## src/rtl/name_based_uuid_v3_generator_defines.svh

```systemverilog
// assertion macros for the uuid v3 generator
`ifndef NAME_BASED_UUID_V3_GENERATOR_DEFINES_SVH
`define NAME_BASED_UUID_V3_GENERATOR_DEFINES_SVH
// property must hold on every clock edge outside reset
`define UV3_ASSERT(label, prop, msg) \
	label: assert property (@(posedge clk) disable iff (!arst_n) (prop)) else $error(msg);
// implication: consequent checked in the cycle after the antecedent
`define UV3_ASSERT_NEXT(label, ante, cons, msg) \
	label: assert property (@(posedge clk) disable iff (!arst_n) (ante) |=> (cons)) \
		else $error(msg);
`endif

```

## src/rtl/uv3_pkg.sv

```systemverilog
// shared types, constants and functions of the uuid v3 generator
`default_nettype none
package uv3_pkg;
	localparam int unsigned LengthBitsDefault = 33;
	localparam int unsigned CfgIdxW = 1;
	localparam int unsigned CfgDataW = 64;
	localparam logic [CfgIdxW-1:0] REG_NS_HIGH = 1'b0;
	localparam logic [CfgIdxW-1:0] REG_NS_LOW = 1'b1;

	typedef struct packed {
		logic [7:0] name_byte;
		logic byte_present;
		logic last_item;
	} in_item_t;

	typedef struct packed {
		logic [63:0] uuid_high;
		logic [63:0] uuid_low;
	} out_item_t;

	typedef enum logic [3:0] {
		ST_IDLE,
		ST_NS,
		ST_BYTE,
		ST_LOAD,
		ST_ROUND,
		ST_ADD,
		ST_PAD,
		ST_LEN,
		ST_OUT
	} uv3_state_t;

	// datapath commands from the controller
	typedef struct packed {
		logic init;
		logic load_byte;
		logic write_byte;
		logic [1:0] byte_sel;
		logic [3:0] ns_idx;
		logic start_round;
		logic round_en;
		logic chain_add;
	} uv3_cmd_t;

	// byte source for the buffer write
	localparam logic [1:0] SEL_NAME = 2'd0;
	localparam logic [1:0] SEL_NS = 2'd1;
	localparam logic [1:0] SEL_PAD = 2'd2;
	localparam logic [1:0] SEL_LEN = 2'd3;

	typedef struct packed {
		logic [5:0] pos;
		logic round_last;
	} uv3_status_t;

	function automatic logic [31:0] sine_k(input logic [5:0] i);
		logic [31:0] k;
		case (i)
			6'd0: k = 32'hd76aa478; 6'd1: k = 32'he8c7b756; 6'd2: k = 32'h242070db;
			6'd3: k = 32'hc1bdceee; 6'd4: k = 32'hf57c0faf; 6'd5: k = 32'h4787c62a;
			6'd6: k = 32'ha8304613; 6'd7: k = 32'hfd469501; 6'd8: k = 32'h698098d8;
			6'd9: k = 32'h8b44f7af; 6'd10: k = 32'hffff5bb1; 6'd11: k = 32'h895cd7be;
			6'd12: k = 32'h6b901122; 6'd13: k = 32'hfd987193; 6'd14: k = 32'ha679438e;
			6'd15: k = 32'h49b40821; 6'd16: k = 32'hf61e2562; 6'd17: k = 32'hc040b340;
			6'd18: k = 32'h265e5a51; 6'd19: k = 32'he9b6c7aa; 6'd20: k = 32'hd62f105d;
			6'd21: k = 32'h02441453; 6'd22: k = 32'hd8a1e681; 6'd23: k = 32'he7d3fbc8;
			6'd24: k = 32'h21e1cde6; 6'd25: k = 32'hc33707d6; 6'd26: k = 32'hf4d50d87;
			6'd27: k = 32'h455a14ed; 6'd28: k = 32'ha9e3e905; 6'd29: k = 32'hfcefa3f8;
			6'd30: k = 32'h676f02d9; 6'd31: k = 32'h8d2a4c8a; 6'd32: k = 32'hfffa3942;
			6'd33: k = 32'h8771f681; 6'd34: k = 32'h6d9d6122; 6'd35: k = 32'hfde5380c;
			6'd36: k = 32'ha4beea44; 6'd37: k = 32'h4bdecfa9; 6'd38: k = 32'hf6bb4b60;
			6'd39: k = 32'hbebfbc70; 6'd40: k = 32'h289b7ec6; 6'd41: k = 32'heaa127fa;
			6'd42: k = 32'hd4ef3085; 6'd43: k = 32'h04881d05; 6'd44: k = 32'hd9d4d039;
			6'd45: k = 32'he6db99e5; 6'd46: k = 32'h1fa27cf8; 6'd47: k = 32'hc4ac5665;
			6'd48: k = 32'hf4292244; 6'd49: k = 32'h432aff97; 6'd50: k = 32'hab9423a7;
			6'd51: k = 32'hfc93a039; 6'd52: k = 32'h655b59c3; 6'd53: k = 32'h8f0ccc92;
			6'd54: k = 32'hffeff47d; 6'd55: k = 32'h85845dd1; 6'd56: k = 32'h6fa87e4f;
			6'd57: k = 32'hfe2ce6e0; 6'd58: k = 32'ha3014314; 6'd59: k = 32'h4e0811a1;
			6'd60: k = 32'hf7537e82; 6'd61: k = 32'hbd3af235; 6'd62: k = 32'h2ad7d2bb;
			default: k = 32'heb86d391;
		endcase
		return k;
	endfunction

	function automatic logic [4:0] rot_amt(input logic [5:0] i);
		logic [4:0] s;
		case ({i[5:4], i[1:0]})
			4'd0: s = 5'd7; 4'd1: s = 5'd12; 4'd2: s = 5'd17; 4'd3: s = 5'd22;
			4'd4: s = 5'd5; 4'd5: s = 5'd9; 4'd6: s = 5'd14; 4'd7: s = 5'd20;
			4'd8: s = 5'd4; 4'd9: s = 5'd11; 4'd10: s = 5'd16; 4'd11: s = 5'd23;
			4'd12: s = 5'd6; 4'd13: s = 5'd10; 4'd14: s = 5'd15;
			default: s = 5'd21;
		endcase
		return s;
	endfunction

	function automatic logic [3:0] msg_idx(input logic [5:0] i);
		logic [3:0] g;
		case (i[5:4])
			2'd0: g = i[3:0];
			2'd1: g = 4'(5 * i[3:0] + 1);
			2'd2: g = 4'(3 * i[3:0] + 5);
			default: g = 4'(7 * i[3:0]);
		endcase
		return g;
	endfunction
endpackage
`default_nettype wire

```

## src/rtl/uv3_ram.sv

```systemverilog
// generic simple dual-port ram, registered read
`default_nettype none
module uv3_ram #(
	parameter int unsigned Width = 8,
	parameter int unsigned Depth = 64
) (
	input wire logic clk,
	input wire logic we,
	input wire logic [$clog2(Depth)-1:0] waddr,
	input wire logic [Width-1:0] wdata,
	input wire logic [$clog2(Depth)-1:0] raddr,
	output logic [Width-1:0] rdata
);
	logic [Width-1:0] mem_q [Depth];
	always_ff @(posedge clk) begin
		if (we) begin
			mem_q[waddr] <= wdata;
		end
		rdata <= mem_q[raddr];
	end
endmodule
`default_nettype wire

```

## src/rtl/uv3_datapath.sv

```systemverilog
// md5 datapath: block buffer, round unit, chaining words, length counter
`default_nettype none
module uv3_datapath #(
	parameter int unsigned LengthBits = uv3_pkg::LengthBitsDefault
) (
	input wire logic clk,
	input wire logic arst_n,
	input wire uv3_pkg::uv3_cmd_t cmd,
	input wire logic [7:0] name_byte,
	input wire logic [63:0] ns_high,
	input wire logic [63:0] ns_low,
	output uv3_pkg::uv3_status_t status,
	output uv3_pkg::out_item_t result
);
	import uv3_pkg::*;

	logic [31:0] h_q [4];
	logic [31:0] a_q, b_q, c_q, d_q;
	logic [LengthBits-1:0] len_q;
	logic [5:0] step_q;
	logic [5:0] wpos_q;
	logic [7:0] name_q;
	logic [127:0] ns_w;
	logic [7:0] wbyte;
	logic msg_write;
	logic [7:0] ram_rdata [4];
	logic [31:0] m_w;
	logic [31:0] f_w, t_w, rot_w;
	logic [4:0] rot_s;
	logic [LengthBits+2:0] bitlen;
	logic [63:0] bitlen64;
	logic [7:0] dig [16];
	logic [3:0] g_next;
	logic [127:0] dig_flat;

	assign ns_w = {ns_high, ns_low};
	assign bitlen = {len_q, 3'b000};
	assign bitlen64 = 64'(bitlen);
	assign msg_write = cmd.write_byte && (cmd.byte_sel == SEL_NAME || cmd.byte_sel == SEL_NS);

	always_comb begin
		case (cmd.byte_sel)
			SEL_NAME: wbyte = name_q;
			SEL_NS: wbyte = ns_w[{~cmd.ns_idx, 3'b111} -: 8];
			// first pad byte sits right after the message
			SEL_PAD: wbyte = (wpos_q == len_q[5:0]) ? 8'h80 : 8'h00;
			SEL_LEN: wbyte = bitlen64[{wpos_q[2:0], 3'b000} +: 8];
			default: wbyte = 8'h00;
		endcase
	end

	// four byte lanes give one message word per read, addressed a step early
	assign g_next = msg_idx(cmd.round_en ? 6'(step_q + 6'd1) : 6'd0);
	for (genvar l = 0; l < 4; l++) begin : g_lane
		uv3_ram #(.Width(8), .Depth(16)) u_ram (
			.clk(clk),
			.we(cmd.write_byte && wpos_q[1:0] == 2'(l)),
			.waddr(wpos_q[5:2]),
			.wdata(wbyte),
			.raddr(g_next),
			.rdata(ram_rdata[l])
		);
	end
	assign m_w = {ram_rdata[3], ram_rdata[2], ram_rdata[1], ram_rdata[0]};

	always_comb begin
		case (step_q[5:4])
			2'd0: f_w = (b_q & c_q) | (~b_q & d_q);
			2'd1: f_w = (b_q & d_q) | (c_q & ~d_q);
			2'd2: f_w = b_q ^ c_q ^ d_q;
			default: f_w = c_q ^ (b_q | ~d_q);
		endcase
		rot_s = rot_amt(step_q);
		t_w = f_w + a_q + sine_k(step_q) + m_w;
		rot_w = (t_w << rot_s) | (t_w >> (6'd32 - {1'b0, rot_s}));
	end

	always_ff @(posedge clk or negedge arst_n) begin
		if (!arst_n) begin
			h_q[0] <= 32'h67452301; h_q[1] <= 32'hefcdab89;
			h_q[2] <= 32'h98badcfe; h_q[3] <= 32'h10325476;
			len_q <= '0;
			wpos_q <= '0;
			step_q <= '0;
		end else begin
			if (cmd.init) begin
				h_q[0] <= 32'h67452301; h_q[1] <= 32'hefcdab89;
				h_q[2] <= 32'h98badcfe; h_q[3] <= 32'h10325476;
				len_q <= '0;
				wpos_q <= '0;
			end else begin
				if (cmd.chain_add) begin
					h_q[0] <= h_q[0] + a_q; h_q[1] <= h_q[1] + b_q;
					h_q[2] <= h_q[2] + c_q; h_q[3] <= h_q[3] + d_q;
				end
				if (msg_write) begin
					len_q <= len_q + 1'b1;
				end
				if (cmd.write_byte) begin
					wpos_q <= wpos_q + 6'd1;
				end
			end
			if (cmd.start_round) begin
				step_q <= '0;
			end else if (cmd.round_en) begin
				step_q <= step_q + 6'd1;
			end
		end
	end

	always_ff @(posedge clk) begin
		if (cmd.load_byte) begin
			name_q <= name_byte;
		end
		if (cmd.start_round) begin
			a_q <= h_q[0]; b_q <= h_q[1]; c_q <= h_q[2]; d_q <= h_q[3];
		end else if (cmd.round_en) begin
			a_q <= d_q; d_q <= c_q; c_q <= b_q; b_q <= b_q + rot_w;
		end
	end

	for (genvar k = 0; k < 16; k++) begin : g_dig
		assign dig[k] = h_q[k / 4][8 * (k % 4) +: 8];
	end
	always_comb begin
		for (int k = 0; k < 16; k++) begin
			dig_flat[127 - 8 * k -: 8] = dig[k];
		end
		dig_flat[79:72] = (dig[6] & 8'h0F) | 8'h30;
		dig_flat[63:56] = (dig[8] & 8'h3F) | 8'h80;
	end
	assign result.uuid_high = dig_flat[127:64];
	assign result.uuid_low = dig_flat[63:0];

	assign status.pos = wpos_q;
	assign status.round_last = (step_q == 6'd63);
endmodule
`default_nettype wire

```

## src/rtl/uv3_ctrl.sv

```systemverilog
// sequencer: byte intake, namespace load, rounds, padding, result handoff
`default_nettype none
module uv3_ctrl (
	input wire logic clk,
	input wire logic arst_n,
	input wire logic in_valid,
	input wire uv3_pkg::in_item_t item,
	input wire logic out_stall,
	input wire uv3_pkg::uv3_status_t status,
	output logic in_stall,
	output logic out_valid,
	output uv3_pkg::uv3_cmd_t cmd
);
	import uv3_pkg::*;

	uv3_state_t state_q, state_d;
	logic started_q, started_d;
	logic final_q, final_d;
	logic pend_byte_q, pend_last_q;
	logic [3:0] ns_cnt_q;
	logic take;

	assign in_stall = (state_q != ST_IDLE);
	assign take = in_valid && !in_stall && (item.byte_present || item.last_item);
	assign out_valid = (state_q == ST_OUT);

	// next state
	always_comb begin
		state_d = state_q;
		started_d = started_q;
		final_d = final_q;
		case (state_q)
			ST_IDLE: begin
				if (take) begin
					if (!started_q) begin
						state_d = ST_NS;
					end else if (item.byte_present) begin
						state_d = ST_BYTE;
					end else begin
						state_d = ST_PAD;
					end
				end
			end
			ST_NS: begin
				if (ns_cnt_q == 4'd15) begin
					started_d = 1'b1;
					state_d = pend_byte_q ? ST_BYTE : ST_PAD;
				end
			end
			ST_BYTE: begin
				if (status.pos == 6'd63) begin
					state_d = ST_LOAD;
				end else if (pend_last_q) begin
					state_d = ST_PAD;
				end else begin
					state_d = ST_IDLE;
				end
			end
			ST_LOAD: state_d = ST_ROUND;
			ST_ROUND: begin
				if (status.round_last) begin
					state_d = ST_ADD;
				end
			end
			ST_ADD: begin
				if (final_q) begin
					state_d = ST_OUT;
				end else if (pend_last_q) begin
					state_d = ST_PAD;
				end else begin
					state_d = ST_IDLE;
				end
			end
			ST_PAD: begin
				if (status.pos == 6'd63) begin
					state_d = ST_LOAD;
				end else if (status.pos == 6'd55) begin
					state_d = ST_LEN;
				end
			end
			ST_LEN: begin
				if (status.pos == 6'd63) begin
					final_d = 1'b1;
					state_d = ST_LOAD;
				end
			end
			ST_OUT: begin
				if (!out_stall) begin
					state_d = ST_IDLE;
					started_d = 1'b0;
					final_d = 1'b0;
				end
			end
			default: state_d = ST_IDLE;
		endcase
	end

	always_ff @(posedge clk or negedge arst_n) begin
		if (!arst_n) begin
			state_q <= ST_IDLE;
			started_q <= 1'b0;
			final_q <= 1'b0;
			ns_cnt_q <= '0;
			pend_byte_q <= 1'b0;
			pend_last_q <= 1'b0;
		end else begin
			state_q <= state_d;
			started_q <= started_d;
			final_q <= final_d;
			if (take) begin
				pend_byte_q <= item.byte_present;
				pend_last_q <= item.last_item;
			end
			ns_cnt_q <= (state_q == ST_NS) ? ns_cnt_q + 4'd1 : 4'd0;
		end
	end

	// outputs
	always_comb begin
		cmd = '0;
		cmd.ns_idx = ns_cnt_q;
		cmd.load_byte = take;
		case (state_q)
			ST_NS: begin
				cmd.write_byte = 1'b1;
				cmd.byte_sel = SEL_NS;
			end
			ST_BYTE: begin
				cmd.write_byte = 1'b1;
				cmd.byte_sel = SEL_NAME;
			end
			ST_LOAD: cmd.start_round = 1'b1;
			ST_ROUND: cmd.round_en = 1'b1;
			ST_ADD: cmd.chain_add = 1'b1;
			ST_PAD: begin
				cmd.write_byte = 1'b1;
				cmd.byte_sel = SEL_PAD;
			end
			ST_LEN: begin
				cmd.write_byte = 1'b1;
				cmd.byte_sel = SEL_LEN;
			end
			ST_OUT: cmd.init = !out_stall;
			default: cmd.init = 1'b0;
		endcase
	end
endmodule
`default_nettype wire

```

## src/rtl/name_based_uuid_v3_generator.sv

```systemverilog
// uuid v3 generator: md5 over namespace and name, one round per cycle
// an item with a byte: accept, buffer write, plus load, rounds and chaining add when it fills a block
// the first item of a name also loads the 16 namespace bytes
// the last item pads, appends the bit length and compresses the final block or blocks before the result is shown
// sequential: no item is taken until the previous one is done; ignored markers are dropped while idle
// asynchronous reset loads the initial chaining words and clears length, namespace and controller state
`default_nettype none
`include "name_based_uuid_v3_generator_defines.svh"
module name_based_uuid_v3_generator #(
	parameter int unsigned LengthBits = uv3_pkg::LengthBitsDefault
) (
	input wire logic clk,
	input wire logic arst_n,
	input wire logic cfg_we,
	input wire logic [uv3_pkg::CfgIdxW-1:0] cfg_index,
	input wire logic [uv3_pkg::CfgDataW-1:0] cfg_data,
	input wire logic in_valid,
	output logic in_stall,
	input wire uv3_pkg::in_item_t in_data,
	output logic out_valid,
	input wire logic out_stall,
	output uv3_pkg::out_item_t out_data
);
	import uv3_pkg::*;

	logic [63:0] ns_high_q, ns_low_q;
	uv3_cmd_t cmd;
	uv3_status_t status;
	out_item_t result;

	always_ff @(posedge clk or negedge arst_n) begin
		if (!arst_n) begin
			ns_high_q <= '0;
			ns_low_q <= '0;
		end else if (cfg_we) begin
			case (cfg_index)
				REG_NS_HIGH: ns_high_q <= cfg_data;
				REG_NS_LOW: ns_low_q <= cfg_data;
				default: ns_low_q <= ns_low_q;
			endcase
		end
	end

	uv3_ctrl u_ctrl (
		.clk(clk), .arst_n(arst_n), .in_valid(in_valid), .item(in_data),
		.out_stall(out_stall), .status(status), .in_stall(in_stall),
		.out_valid(out_valid), .cmd(cmd)
	);

	uv3_datapath #(.LengthBits(LengthBits)) u_dp (
		.clk(clk), .arst_n(arst_n), .cmd(cmd), .name_byte(in_data.name_byte),
		.ns_high(ns_high_q), .ns_low(ns_low_q),
		.status(status), .result(result)
	);
	assign out_data = result;

	`UV3_ASSERT(a_out_stall_excl, !(out_valid && !in_stall), "result shown while idle")
	`UV3_ASSERT_NEXT(a_out_hold, out_valid && out_stall, out_valid, "result dropped")
	`UV3_ASSERT_NEXT(a_out_stable, out_valid && out_stall, $stable(out_data), "stalled result changed")
endmodule
`default_nettype wire

```

## config.mk

```make
export PLATFORM = sky130hd
export DESIGN_NAME = name_based_uuid_v3_generator
export DESIGN_NICKNAME = d
export VERILOG_FILES = /design/src/rtl/uv3_pkg.sv /design/src/rtl/uv3_ram.sv /design/src/rtl/uv3_datapath.sv /design/src/rtl/uv3_ctrl.sv /design/src/rtl/name_based_uuid_v3_generator.sv
export VERILOG_INCLUDE_DIRS = /design/src /design/src/rtl
export SDC_FILE = /design/constraint.sdc
export NUM_CORES = 2
export LEC_CHECK = 0
export BUFFER_PORTS_ARGS = -buffer_cell sky130_fd_sc_hd__buf_2
export CELL_PAD_IN_SITES_DETAIL_PLACEMENT = 1
export CELL_PAD_IN_SITES_GLOBAL_PLACEMENT = 2
export CORE_MARGIN = 5
export CORE_UTILIZATION = 40
export DETAILED_ROUTE_END_ITERATION = 6
export GPL_TIMING_DRIVEN = 0
export MAX_ROUTING_LAYER = met4
export PLACE_DENSITY_LB_ADDON = 0.1
export SYNTH_ARGS = -nofsm -noshare
export SYNTH_HDL_FRONTEND = slang
export SYNTH_HIERARCHICAL = 1
export SYNTH_SLANG_ARGS = --single-unit
```

## constraint.sdc

```tcl
create_clock -name clk -period 10.25 [get_ports clk]
set_input_delay 0.5125 -clock clk [delete_from_list [all_inputs] [get_ports clk]]
set_output_delay 0.5125 -clock clk [all_outputs]
set_load 0.1 [all_outputs]
```

==> results.tsv <==
metric	value	unit
wl_per_cell	30.9	um
fin_util	0.465	
post-place-ws	-2.29	ns
clk_latency	0.77	ns
synth_cell_types	112	
core-area	152000	um^2
die_x	402	um
yosys.area.top_type	edfxtp_1	
hpwl	186	mm
vias_per_cell	6.03	
cp.required	10.81	ns
numClockSinks	993	
antenna_found_initial	14	
die_h	402	um
finClkSkew	0.0854	ns
cpMostUsedCell	a21o_1	
synth_warnings	6	
worstPathMaxFanout	10	
numCtsBuffers	109	
rows	143	
ys_ff_latch	993	
yosysMostFrequentCell	edfxtp_1	
slowest_delay	0.56	ns
drc	0	
grt_max_degree	100	
gp_congestion	0.995	
yosysTopAreaCellShare	0.317	
slew_viol_final	0	
max_cap_violations	0	
maxSlewHeadroom	0.0283	
nFillCells	16144	
ant_nets	0	
ios	210	
register_area	28000	um^2
grt_overflow	0	
synthFlopType	edfxtp_1	
ys_seq_area_frac	0.456	
critPathKind	register to register	
multi_input_area	30700	um^2
slowest_stage	mux4_2	
setup_violations	0	
synthTopCellsByArea	edfxtp_1 32%, dfrtp_1 10%, mux4_2 4.8%, ha_1 4.7%, a21oi_1 3.4%	
ctsRootBufferMaster	clkbuf_16	
synth_common_cells	648 x edfxtp_1, 431 x nor2_1, 414 x a21oi_1	
period_minus_slack	10.09	ns
worstSetupEndpointType	register	
grt_pass1_vias	48597	
grt_first_pass_wirelength	352	mm
area_growth	15.2	%
drtIter0Drc	3904	
path_clk_slew	0.07	ns
routed_wl	246	mm
vias	47929	
cp.arrival	10.65	ns
timing.final.crit_share	0.984	
synth_edf_count	648	
design.die.area	162000	um^2
min_path_type	input pin to register	
drt_pre_antenna_iters	5	
clockBufferDepth	3	
tns	0	ns
setup_slack	0.160	ns
report.final.hold_viol_count	0	
io_buffers	203	
initial_core_util	0.404	
avgSynthCellArea	11.4	um^2
netlist_area	61400	um^2
nNetsFinal	6203	
async_flop_share	0.315	
htreeDepth	3	
fin_hold_ws	0.0551	ns
drive_gt1_frac	0.216	
status	finished, final reports clean	
startpoint_type	register	
cts_tree	built	
fmax	99.1	MHz
synth_cells	5411	
tightest_slew	1.45	ns
grtUsageTotal	0.304	
==> sequential cells by signal (all words and copies together), names as in the netlist, 8 cells and up <==
register / cells
ns_high_q: 64
u_dp/b_q: 32
u_dp/name_q: 8
u_dp/d_q: 32
u_dp/g_lane.u_ram/mem_q: 512
u_dp/c_q: 32
u_dp/len_q: 33
ns_low_q: 64
u_dp/a_q: 32
u_dp/result: 122
u_dp/g_lane.u_ram/rdata: 32
==> placed cells by master (no fill, tap or decap), types with 43 or more instances in the layout <==
cell and count:
a211oi_1 72, a21o_1 76, a21oi_1 402, a22oi_1 71, and2_1 54, buf_2 231, buf_4 174, clkbuf_1 113
clkbuf_16 111, dfrtp_1 243, dfstp_2 64, dlygate4sd3_1 45, edfxtp_1 648, fa_1 70, ha_1 222, inv_1 207
mux2_2 166, mux2_4 66, mux2i_1 112, mux4_1 58, mux4_2 131, nand2_1 388, nand2b_1 47, nand3_1 77
nor2_1 421, nor3_1 84, nor3b_1 65, o21a_1 43, o21ai_0 285, xnor2_1 126, xor2_1 80
==> worst max-delay path, delay by kind of cell (launching register included) <==
family	cells	cell delay [ns]
buffers and inverters	4	0.67
AND/OR/NAND/NOR	7	1.61
flip-flops	1	0.50
AO/OA/AOI/OAI	17	4.33
multiplexers	2	0.82
XOR/XNOR	1	0.22
adder cells (fa/ha/maj)	5	1.75
==> final cells by class <==
class                           instances  share of cell area
Inverter                              214              0.0116
Timing Repair Buffer                  301              0.0311
Tap cell                             2030              0.0359
Clock inverter                         71              0.0124
Antenna cell                            6            0.000212
Multi-Input combinational cell       3804               0.433
Clock buffer                          137              0.0417
Buffer                                395              0.0378
Sequential cell                       993               0.396
==> per-stage QoR <==
step / instances / cell area [um^2]
finish: 7951 / 70800
detailed placement: 7668 / 65600
floorplan: 5415 / 61500
CTS: 7934 / 70500
global placement: 7648 / 65000
global route: 7948 / 70800
==> per-layer routing <==
metal	vias to the layer above	GRT usage	part of all wire
met4	0	0.109	0.045
met2	1625	0.483	0.47
met1	24741	0.401	0.43
met3	460	0.0403	0.057
met5	-	-	0
li1	21103	-	-
==> path summary, 6_finish.rpt <==
| check | end | slack [ns] | startpoint | depth (start not counted) |
|---|---|---|---|---|
| setup / recovery | u_dp/b_q[26] | 0.16 | u_dp/step_q[1] | 36 |
| hold / removal | ns_high_q[54] | 0.06 | cfg_data[54] | 2 |
| setup reg to reg | u_dp/b_q[26] | 0.16 | u_dp/step_q[1] | 36 |
| hold reg to reg | u_ctrl/ns_cnt_q[0] | 0.49 | u_ctrl/ns_cnt_q[0] | 1 |
| max in group asynchronous | u_dp/result[103] | 8.56 | arst_n | 4 |
| min in group asynchronous | ns_low_q[29] | 0.29 | arst_n | 2 |
==> repair_timing <==
item                                    in CTS  in global routing
setup buffers                               18                 15
hold endpoints to repair                   134                  0
endpoints found under the setup margin      28                 11
hold buffers                                45                  0
pin swaps                                    3                 14
resized for setup                          140                 63
==> logic make-up (layout without fill, tap and decap cells) <==
group | count (synthesis) | count (layout) | share of synthesized area
DFF | 993 | 993 | 0.456
muxes | 535 | 535 | 0.138
AOI/OAI and AO/OA | 1377 | 1377 | 0.144
xor gates and xnor gates | 208 | 208 | 0.0297
and+or+nand+nor | 1371 | 1371 | 0.106
adders and majority gates | 307 | 307 | 0.0712
buffers and inverters | 618 | 1118 | 0.0549
other | 2 | 12 | 0.000122
Power is left out: the tool's default activity adds up to more than one toggle a clock period on the data nets, which glitch-free logic cannot reach.
